--- config.mk ---
export PLATFORM = sky130hd
export DESIGN_NAME = min_max_priority_queue_top
export DESIGN_NICKNAME = d
export VERILOG_FILES = /design/src/hdl/mmpq_pkg.sv /design/src/hdl/min_max_priority_queue_top.sv /design/src/hdl/mmpq_ring.sv
export SDC_FILE = /design/constraint.sdc
export NUM_CORES = 2
export LEC_CHECK = 0
export BUFFER_PORTS_ARGS = -buffer_cell sky130_fd_sc_hd__buf_2
export CORE_UTILIZATION = 43
export CTS_CLUSTER_DIAMETER = 40
export DETAILED_ROUTE_END_ITERATION = 6
export HOLD_SLACK_MARGIN = 0.05
export MAX_ROUTING_LAYER = met4
export PLACE_DENSITY_LB_ADDON = 0.05
export SYNTH_ARGS = -nofsm -noshare
export SYNTH_HDL_FRONTEND = slang
export SYNTH_SLANG_ARGS = --single-unit
--- constraint.sdc ---
create_clock -name clk -period 11.7 [get_ports clk]
set_input_delay 2.34 -clock clk [delete_from_list [all_inputs] [get_ports clk]]
set_output_delay 2.34 -clock clk [all_outputs]
set_load 0.02 [all_outputs]
--- src/hdl/mmpq_pkg.sv ---
`timescale 1ns / 1ps
package mmpq_pkg;

  localparam int DATA_W       = 32;
  localparam int ACTION_W     = 2;
  localparam int COUNT_OUT_W  = 7;
  localparam int CAPACITY_DEF = 64;

  localparam logic [ACTION_W-1:0] ACT_INSERT  = 2'd0;
  localparam logic [ACTION_W-1:0] ACT_DEL_MAX = 2'd1;
  localparam logic [ACTION_W-1:0] ACT_DEL_MIN = 2'd2;

  typedef logic signed [DATA_W-1:0] word_t;

endpackage

--- src/hdl/min_max_priority_queue_top.sv ---
`timescale 1ns / 1ps
// Double-ended priority queue of signed 32-bit values, kept in ascending order in
// a single-port-write, single-port-read ring memory. Each item inserts a value,
// deletes the maximum or deletes the minimum, and returns one result with the
// current maximum and minimum (0 when empty), the count and a refusal flag.
// Delete-max and delete-min pass from acceptance through S_FETCH (one memory read
// to refetch the new end) and S_CAPT to the result register, or go straight to
// it when the delete empties the queue, as does a refused item or unused action
// code. An insert walks the insertion point down one entry at a time (memory
// read, then compare and write) past each stored value greater than the new one,
// writing at the bottom without a compare when the new value goes below every
// stored value. The block accepts no item while one is in progress; a finished
// result waits in its output register while the next item is accepted, and the
// next result then holds the input stalled until that register is free.
module min_max_priority_queue_top
  import mmpq_pkg::*;
#(
  parameter int CAPACITY = CAPACITY_DEF
) (
  input  logic                   clk,
  input  logic                   rst,
  input  logic                   in_valid,
  output logic                   in_stall,
  input  logic [ACTION_W-1:0]    action,
  input  logic signed [DATA_W-1:0] value,
  output logic                   out_valid,
  input  logic                   out_stall,
  output logic signed [DATA_W-1:0] max_value,
  output logic signed [DATA_W-1:0] min_value,
  output logic [COUNT_OUT_W-1:0] entry_count,
  output logic                   ignored
);

  localparam int IW = $clog2(CAPACITY);
  localparam int CW = $clog2(CAPACITY + 1);
  localparam logic [CW-1:0] CAP_C  = CW'(CAPACITY);
  localparam logic [IW-1:0] HEAD_LAST = IW'(CAPACITY - 1);

  localparam logic [2:0] S_IDLE    = 3'd0;
  localparam logic [2:0] S_INS_RD  = 3'd1;
  localparam logic [2:0] S_INS_CMP = 3'd2;
  localparam logic [2:0] S_FETCH   = 3'd3;
  localparam logic [2:0] S_CAPT    = 3'd4;
  localparam logic [2:0] S_DONE    = 3'd5;

  logic [2:0]          state;
  logic [ACTION_W-1:0] act;
  word_t               val;
  word_t               max_reg;
  word_t               min_reg;
  logic [CW-1:0]       count;
  logic [CW-1:0]       pos;
  logic [IW-1:0]       head;
  logic                refused;

  logic                wr_en;
  logic [IW-1:0]       wr_idx;
  word_t               wr_data;
  logic                rd_en;
  logic [IW-1:0]       rd_idx;
  word_t               rd_data;
  logic [CW-1:0]       pos_dec;
  logic [CW+COUNT_OUT_W-1:0] count_wide;

  assign in_stall = (state != S_IDLE);
  assign pos_dec  = pos - 1'b1;

  mmpq_ring #(
    .CAPACITY(CAPACITY)
  ) u_ring (
    .clk    (clk),
    .head   (head),
    .wr_en  (wr_en),
    .wr_idx (wr_idx),
    .wr_data(wr_data),
    .rd_en  (rd_en),
    .rd_idx (rd_idx),
    .rd_data(rd_data)
  );

  always_comb begin
    wr_en   = 1'b0;
    wr_idx  = pos[IW-1:0];
    wr_data = val;
    rd_en   = 1'b0;
    rd_idx  = pos_dec[IW-1:0];
    unique case (state)
      S_INS_RD: begin
        if (pos == '0) begin
          wr_en = 1'b1;
        end else begin
          rd_en = 1'b1;
        end
      end
      S_INS_CMP: begin
        wr_en = 1'b1;
        if (rd_data > val) begin
          wr_data = rd_data;
        end
      end
      S_FETCH: begin
        rd_en  = 1'b1;
        rd_idx = pos[IW-1:0];
      end
      default: begin
      end
    endcase
  end

  always_ff @(posedge clk) begin
    if (rst) begin
      state     <= S_IDLE;
      count     <= '0;
      head      <= '0;
      out_valid <= 1'b0;
    end else begin
      if (out_valid && !out_stall && state != S_DONE) begin
        out_valid <= 1'b0;
      end
      unique case (state)
        S_IDLE: begin
          if (in_valid) begin
            act <= action;
            val <= value;
            priority if (action == ACT_INSERT) begin
              if (count == CAP_C) begin
                refused <= 1'b1;
                state   <= S_DONE;
              end else begin
                refused <= 1'b0;
                pos     <= count;
                state   <= S_INS_RD;
                if (count == '0 || value > max_reg) max_reg <= value;
                if (count == '0 || value < min_reg) min_reg <= value;
              end
            end else if (action == ACT_DEL_MAX || action == ACT_DEL_MIN) begin
              if (count == '0) begin
                refused <= 1'b1;
                state   <= S_DONE;
              end else begin
                refused <= 1'b0;
                count   <= count - 1'b1;
                if (action == ACT_DEL_MAX) begin
                  pos <= count - CW'(2);
                end else begin
                  pos  <= '0;
                  head <= (head == HEAD_LAST) ? '0 : head + 1'b1;
                end
                // refetch the new end only when something remains
                if (count != CW'(1)) begin
                  state <= S_FETCH;
                end else begin
                  state <= S_DONE;
                end
              end
            end else begin
              refused <= 1'b0;
              state   <= S_DONE;
            end
          end
        end
        S_INS_RD: begin
          if (pos == '0) begin
            count <= count + 1'b1;
            state <= S_DONE;
          end else begin
            state <= S_INS_CMP;
          end
        end
        S_INS_CMP: begin
          if (rd_data > val) begin
            pos   <= pos_dec;
            state <= S_INS_RD;
          end else begin
            count <= count + 1'b1;
            state <= S_DONE;
          end
        end
        S_FETCH: begin
          state <= S_CAPT;
        end
        S_CAPT: begin
          if (act == ACT_DEL_MAX) begin
            max_reg <= rd_data;
          end else begin
            min_reg <= rd_data;
          end
          state <= S_DONE;
        end
        S_DONE: begin
          // hold until the output register is free
          if (!out_valid || !out_stall) begin
            out_valid <= 1'b1;
            state     <= S_IDLE;
          end
        end
        default: begin
          state <= S_IDLE;
        end
      endcase
    end
  end

  assign count_wide = {{COUNT_OUT_W{1'b0}}, count};

  always_ff @(posedge clk) begin
    if (state == S_DONE && (!out_valid || !out_stall)) begin
      max_value   <= (count == '0) ? '0 : max_reg;
      min_value   <= (count == '0) ? '0 : min_reg;
      entry_count <= count_wide[COUNT_OUT_W-1:0];
      ignored     <= refused;
    end
  end

endmodule

--- src/hdl/mmpq_ring.sv ---
`timescale 1ns / 1ps
// Ring store addressed relative to the head, so delete-min just moves the head.
module mmpq_ring
  import mmpq_pkg::*;
#(
  parameter int CAPACITY = CAPACITY_DEF
) (
  input  logic                        clk,
  input  logic [$clog2(CAPACITY)-1:0] head,
  input  logic                        wr_en,
  input  logic [$clog2(CAPACITY)-1:0] wr_idx,
  input  word_t                       wr_data,
  input  logic                        rd_en,
  input  logic [$clog2(CAPACITY)-1:0] rd_idx,
  output word_t                       rd_data
);

  localparam int IW = $clog2(CAPACITY);
  localparam logic [IW:0] CAP_L = (IW+1)'(CAPACITY);

  word_t mem [CAPACITY];

  function automatic logic [IW-1:0] phys(input logic [IW-1:0] base,
                                         input logic [IW-1:0] idx);
    logic [IW:0] s;
    logic [IW:0] w;
    s = {1'b0, base} + {1'b0, idx};
    w = (s >= CAP_L) ? (s - CAP_L) : s;
    return w[IW-1:0];
  endfunction

  always_ff @(posedge clk) begin
    if (wr_en) begin
      mem[phys(head, wr_idx)] <= wr_data;
    end
  end

  always_ff @(posedge clk) begin
    if (rd_en) begin
      rd_data <= mem[phys(head, rd_idx)];
    end
  end

endmodule

# == Yosys cells after proc, flatten, opt, wreduce, memory -nomap -nowiden ==
# Memory sizes are Yosys's and may differ from the RTL's. A register that Yosys moved wholly into a read port is not among the register bits.
# Index checks and enable logic that the tools add are counted.
# word_totals
word_cells,142
n_memories,1
ram_bits,2048
register_bits,195
inputBits,38
# classes
n_lt_le_gt_ge,5
eq_ne,29
n_mux,56
n_addsub,9
n_bitwise,4
n_reduce_logical,24
# memory_table
memory,words,word_bits,read_ports,rd_clocked_by_memory_dff,write_ports,line,source
u_ring.mem,64,32,1,1,1,mmpq_ring.sv:21,word_t mem [CAPACITY];
# ops
op,n
32-bit 2-to-1 mux,12
32-bit one-hot mux with 2 select lines,2
7-bit 2-to-1 mux,13
32-bit > comparator,2
32-bit < comparator,1
7-bit AND reduction,4
3-bit 2-to-1 mux,9
"2-bit inequality test, second input constant",13
6-bit 2-to-1 mux,4
7-bit one-hot mux with 3 select lines,1
3-bit one-hot mux with 6 select lines,1
6-bit by 6-bit adder with 7-bit output,2
"7-bit greater-or-equal comparator, second input constant",2
7-bit zero test,2
7-bit one-hot mux with 2 select lines,1
"7-bit by 1-bit subtractor with 7-bit output, second input constant",2
"3-bit inequality test, second input constant",4
"6-bit by 1-bit subtractor with 6-bit output, second input constant",2
1-bit 2-to-1 mux,11
"7-bit by 1-bit adder with 7-bit output, second input constant",1
"7-bit equality test, second input constant",1
"7-bit by 1-bit inequality test with 1-bit output, second input constant",1
"7-bit by 2-bit subtractor with 7-bit output, second input constant",1
"6-bit by 1-bit adder with 6-bit output, second input constant",1
other kinds (19),34

# == Longest topological paths before layout ==
# depth
word_depth,7
ltp_mapped,14
mapped_depth_nobuf,13

# == Hierarchy ==
# From an unflattened synthesis, not the netlist that was laid out.
# unflattened
cells_unflattened,4682
hier_area_um2,90684.5
# modules_own_cells
module,n_inst,area_each_um2,cells_per_inst,seq_area_each_um2
mmpq_ring,1,80021.7,3723,62459.9
min_max_priority_queue_top,1,10662.7,959,5685.5

# == Worst setup path after synthesis ==
# Ideal clock, no wire load.
# synth_path
path_type,input-to-reg
startpoint,in out_stall
endpoint,reg entry_count[0] (enable)
t_arrival_ps,5759
n_path_buf,0
slack_ps,5415
stages,1
path_cell_list,a21oi_1
# synth_via
elab_chain_len,3
# synth_lines
element,line,source
"start, declared",min_max_priority_queue_top.sv:27,"input logic out_stall,"
1-bit zero test,min_max_priority_queue_top.sv:207,if (state == S_DONE && (!out_valid || !out_stall)) begin
1-bit logical OR,min_max_priority_queue_top.sv:207,
1-bit logical AND,min_max_priority_queue_top.sv:207,
"end signal, assigned",min_max_priority_queue_top.sv:210,entry_count <= count_wide[COUNT_OUT_W-1:0];
"end, declared",min_max_priority_queue_top.sv:30,"output logic [COUNT_OUT_W-1:0] entry_count,"
# No other way between the ends.
# A chain may end at the register's enable or synchronous reset.

# == Final worst setup path ==
# layout_path
startpoint,reg state[0]
endpoint,reg u_ring.rd_data[3] (read register of u_ring.mem) (data pin)
# layout_via
elab_chain_len,5
# layout_lines
element,line,source
"start, declared",min_max_priority_queue_top.sv:46,logic [2:0] state;
"start signal, assigned",min_max_priority_queue_top.sv:112,state <= S_IDLE;
"start signal, assigned",min_max_priority_queue_top.sv:128,state <= S_DONE;
"start signal, assigned",min_max_priority_queue_top.sv:132,state <= S_INS_RD;
3-bit by 2-bit equality test with 1-bit output,min_max_priority_queue_top.sv:87,unique case (state)
6-bit 2-to-1 mux,min_max_priority_queue_top.sv:87,
6-bit by 6-bit adder with 7-bit output,mmpq_ring.sv:27,"s = {1'b0, base} + {1'b0, idx};"
6-bit by 1-bit subtractor with 6-bit output or 7-bit greater-or-equal comparator (tied branches),mmpq_ring.sv:28,w = (s >= CAP_L) ? (s - CAP_L) : s;
6-bit 2-to-1 mux,mmpq_ring.sv:28,
"end, declared",mmpq_ring.sv:15,output word_t rd_data
# Several ways; a longest one is shown, not always the timed one.

==> reports/metrics.yaml <==
grt_max_degree: 122
numCtsBuffers: 344
outcome: "complete, no violations"
seqCellArea_um2: 68100
worstSetupPathType: "reg -> reg"
holdBufCountCts: 0
io_buffer_count: 111
slew_violations: 0
start_kind: "register"
r2r-start: "state[0]$_SDFFE_PP0P_"
critical_path_required_ns: 12.35
path_buf_inv: 3
nets: 4632
ir_drop_uv: 278
ctsRootBufferMaster: "clkbuf_16"
h-tree-depth: 5
layout-drive-gt1-share_pct: 33.1
path_depth: 11
antenna_found_initial: 11
grt-ovfl-total: 0
design.core.area_um2: 207000
worst_path_max_delay_cell: "fa_4"
reg2reg_depth: 11
synth-async-reset-ratio_pct: 0
r2r-end: "u_ring.rd_data[3]$_DFFE_PP_"
tightest_slew_ns: 1.30
yosysWarnings: 0
die_w_um: 459
io_pins: 112
finalPower_mw: 29.3
ys.flop_type: "edfxtp_1"
num_vias: 43200
worstPathArrival_ns: 6.75
grt_pass1_vias: 44400
post-route-period-util_pct: 52.1
fin_crit_ns: 6.10
clock.fmax_mhz: 164
synth_nets: 4223
maxCapViolCount: 0
synth-seq-cells: 2275
hp-start: "refused$_DFFE_PP_"
synth_area_um2: 89700
drtAntennaViolNets: 0
cpMostUsedCell: "mux4_2"
cts_resized: 0
cp_top_family: "multiplexers"
hpwlAfterDp_mm: 126
routed_via_density: 5.74
relSlewSlack_pct: 13.2
start_util_pct: 43.3
synth.top_cell.area_share_pct: 75.6
syn2layout_area_growth_pct: 18.8
syn_inst: 4065
multi_input_area_um2: 21300
p_leak_nw: 34.6
path_max_fanout: 89
crit_chain: "nand3b_1 > xnor2_1 > ha_4 > inv_1 > fa_4 > buf_12 > buf_4 > mux4_2 > mux4_2 > mux2i_1 > a21oi_1"
whs_ns: 0.428
setup_violations: 0
place.gp.congestion: 0.820
num_rows: 167
final_util_pct: 51.4
drt_drc_violations_left: 0
synth_area_per_cell_um2: 22.1
fin_skew_ns: 0.0571
cts_tree: "yes"
setup-tns-final_ns: 0
clkTransAtPathRegs_ns: 0.05
drt_iter0_drc: 4234
grt_pass1_wl_mm: 343
hold_depth: 0
synthMostInstantiatedCell: "edfxtp_1"
synthTopCellsByCount: "edfxtp_1, mux4_2, ha_1, inv_1, nor2_1"
cts_max_path_buffers: 4
largest_reg_flops: 2048
grt_util_all_layers_pct: 23.9
rsz0062_at_grt: "false"
synth-edff-count: 2258
cts_setup_buffers: 0
max_stage_delay_ns: 1.14
power.density_nw_per_um2: 275
reg2reg_slack_ns: 5.60
min_to: "ignored$_DFFE_PP_"
yosys-top-cells-area: "edfxtp_1, mux4_2, ha_1, inv_1, a21oi_1"
clock-sinks: 2275
die_h_um: 459
wirelength_mm: 242
hold_violations: 0
yosysTopAreaCell: "edfxtp_1"
largest_register: "u_ring.mem"
clk_latency_ns: 0.96
hp-class: "reg -> reg"
synth_cell_types: 55
drt_pass1_iterations: 5
routedWlPerCell_um: 32.1
die_area_um2: 211000
seq_area_frac_synth_pct: 75.9
end_kind: "register"
fillCellCount: 16300
[where the power goes]
part	internal, mW	switching (mW)	total, mW
clock network	6.47	3.74	10.2
logic	3.92	4.92	8.84
registers	9.95	0.327	10.3
[how the worst max path moves through the flow]
stage                                   endpoint                  start
global placement     u_ring.rd_data[3]$_DFFE_PP_  state[0]$_SDFFE_PP0P_
detailed placement   u_ring.rd_data[3]$_DFFE_PP_  state[0]$_SDFFE_PP0P_
finish               u_ring.rd_data[3]$_DFFE_PP_  state[0]$_SDFFE_PP0P_
global route        u_ring.rd_data[30]$_DFFE_PP_  state[0]$_SDFFE_PP0P_
floorplan               entry_count[0]$_DFFE_PP_              out_stall
CTS                  u_ring.rd_data[3]$_DFFE_PP_  state[0]$_SDFFE_PP0P_
[cells in the final DEF (no fill, tap or decap), types with 44 or more instances in the layout]
cell	count
edfxtp_1	2258
mux4_2	640
clkbuf_16	351
buf_4	133
inv_1	118
ha_1	117
buf_2	111
a21oi_1	87
nand2_1	80
and2_1	65
nor2_4	64
clkinv_1	44
[cell type report]
type,count,share of cell area (%)
Antenna cell,5,0.0117
Sequential cell,2275,63.9
Clock inverter,221,2.36
Tap cell,2788,3.27
Inverter,118,0.416
Multi-Input combinational cell,1481,20.0
Clock buffer,388,8.38
Timing Repair Buffer,254,1.65
[routing by layer]
| metal | GRT usage (%) | vias up | share of wire (%) |
|---|---|---|---|
| li1 | - | 18000 | - |
| met1 | 33.8 | 23600 | 44 |
| met2 | 37.2 | 1360 | 48 |
| met3 | 3.64 | 289 | 5.7 |
| met4 | 4.86 | 0 | 1.4 |
| met5 | - | - | 0 |
[cell families (layout without fill, tap and decap cells)]
| logic type | Yosys count | count (layout) | share of synthesized area [%] |
|---|---|---|---|
| AO/OA/AOI/OAI | 247 | 247 | 1.71 |
| XOR/XNOR | 28 | 28 | 0.273 |
| adder cells (fa/ha/maj) | 120 | 120 | 1.69 |
| buffers and inverters | 309 | 981 | 1.41 |
| flip-flops | 2275 | 2275 | 75.9 |
| multiplexers | 711 | 711 | 16.9 |
| other | 0 | 5 | 0 |
| AND/OR/NAND/NOR | 375 | 375 | 2.09 |
[stage by stage]
step / std cells / area, µm² / setup WS, ns
6_report: 7530 / 107000 / 5.60
5_1_grt: 7526 / 107000 / 5.30
4_1_cts: 7525 / 107000 / 5.52
3_5_place_dp: 6916 / 95100 / 5.56
3_3_place_gp: 6916 / 95100 / 5.61
2_1_floorplan: 4065 / 89700 / 5.42
Note: power is estimated with default switching activity, not from simulation.
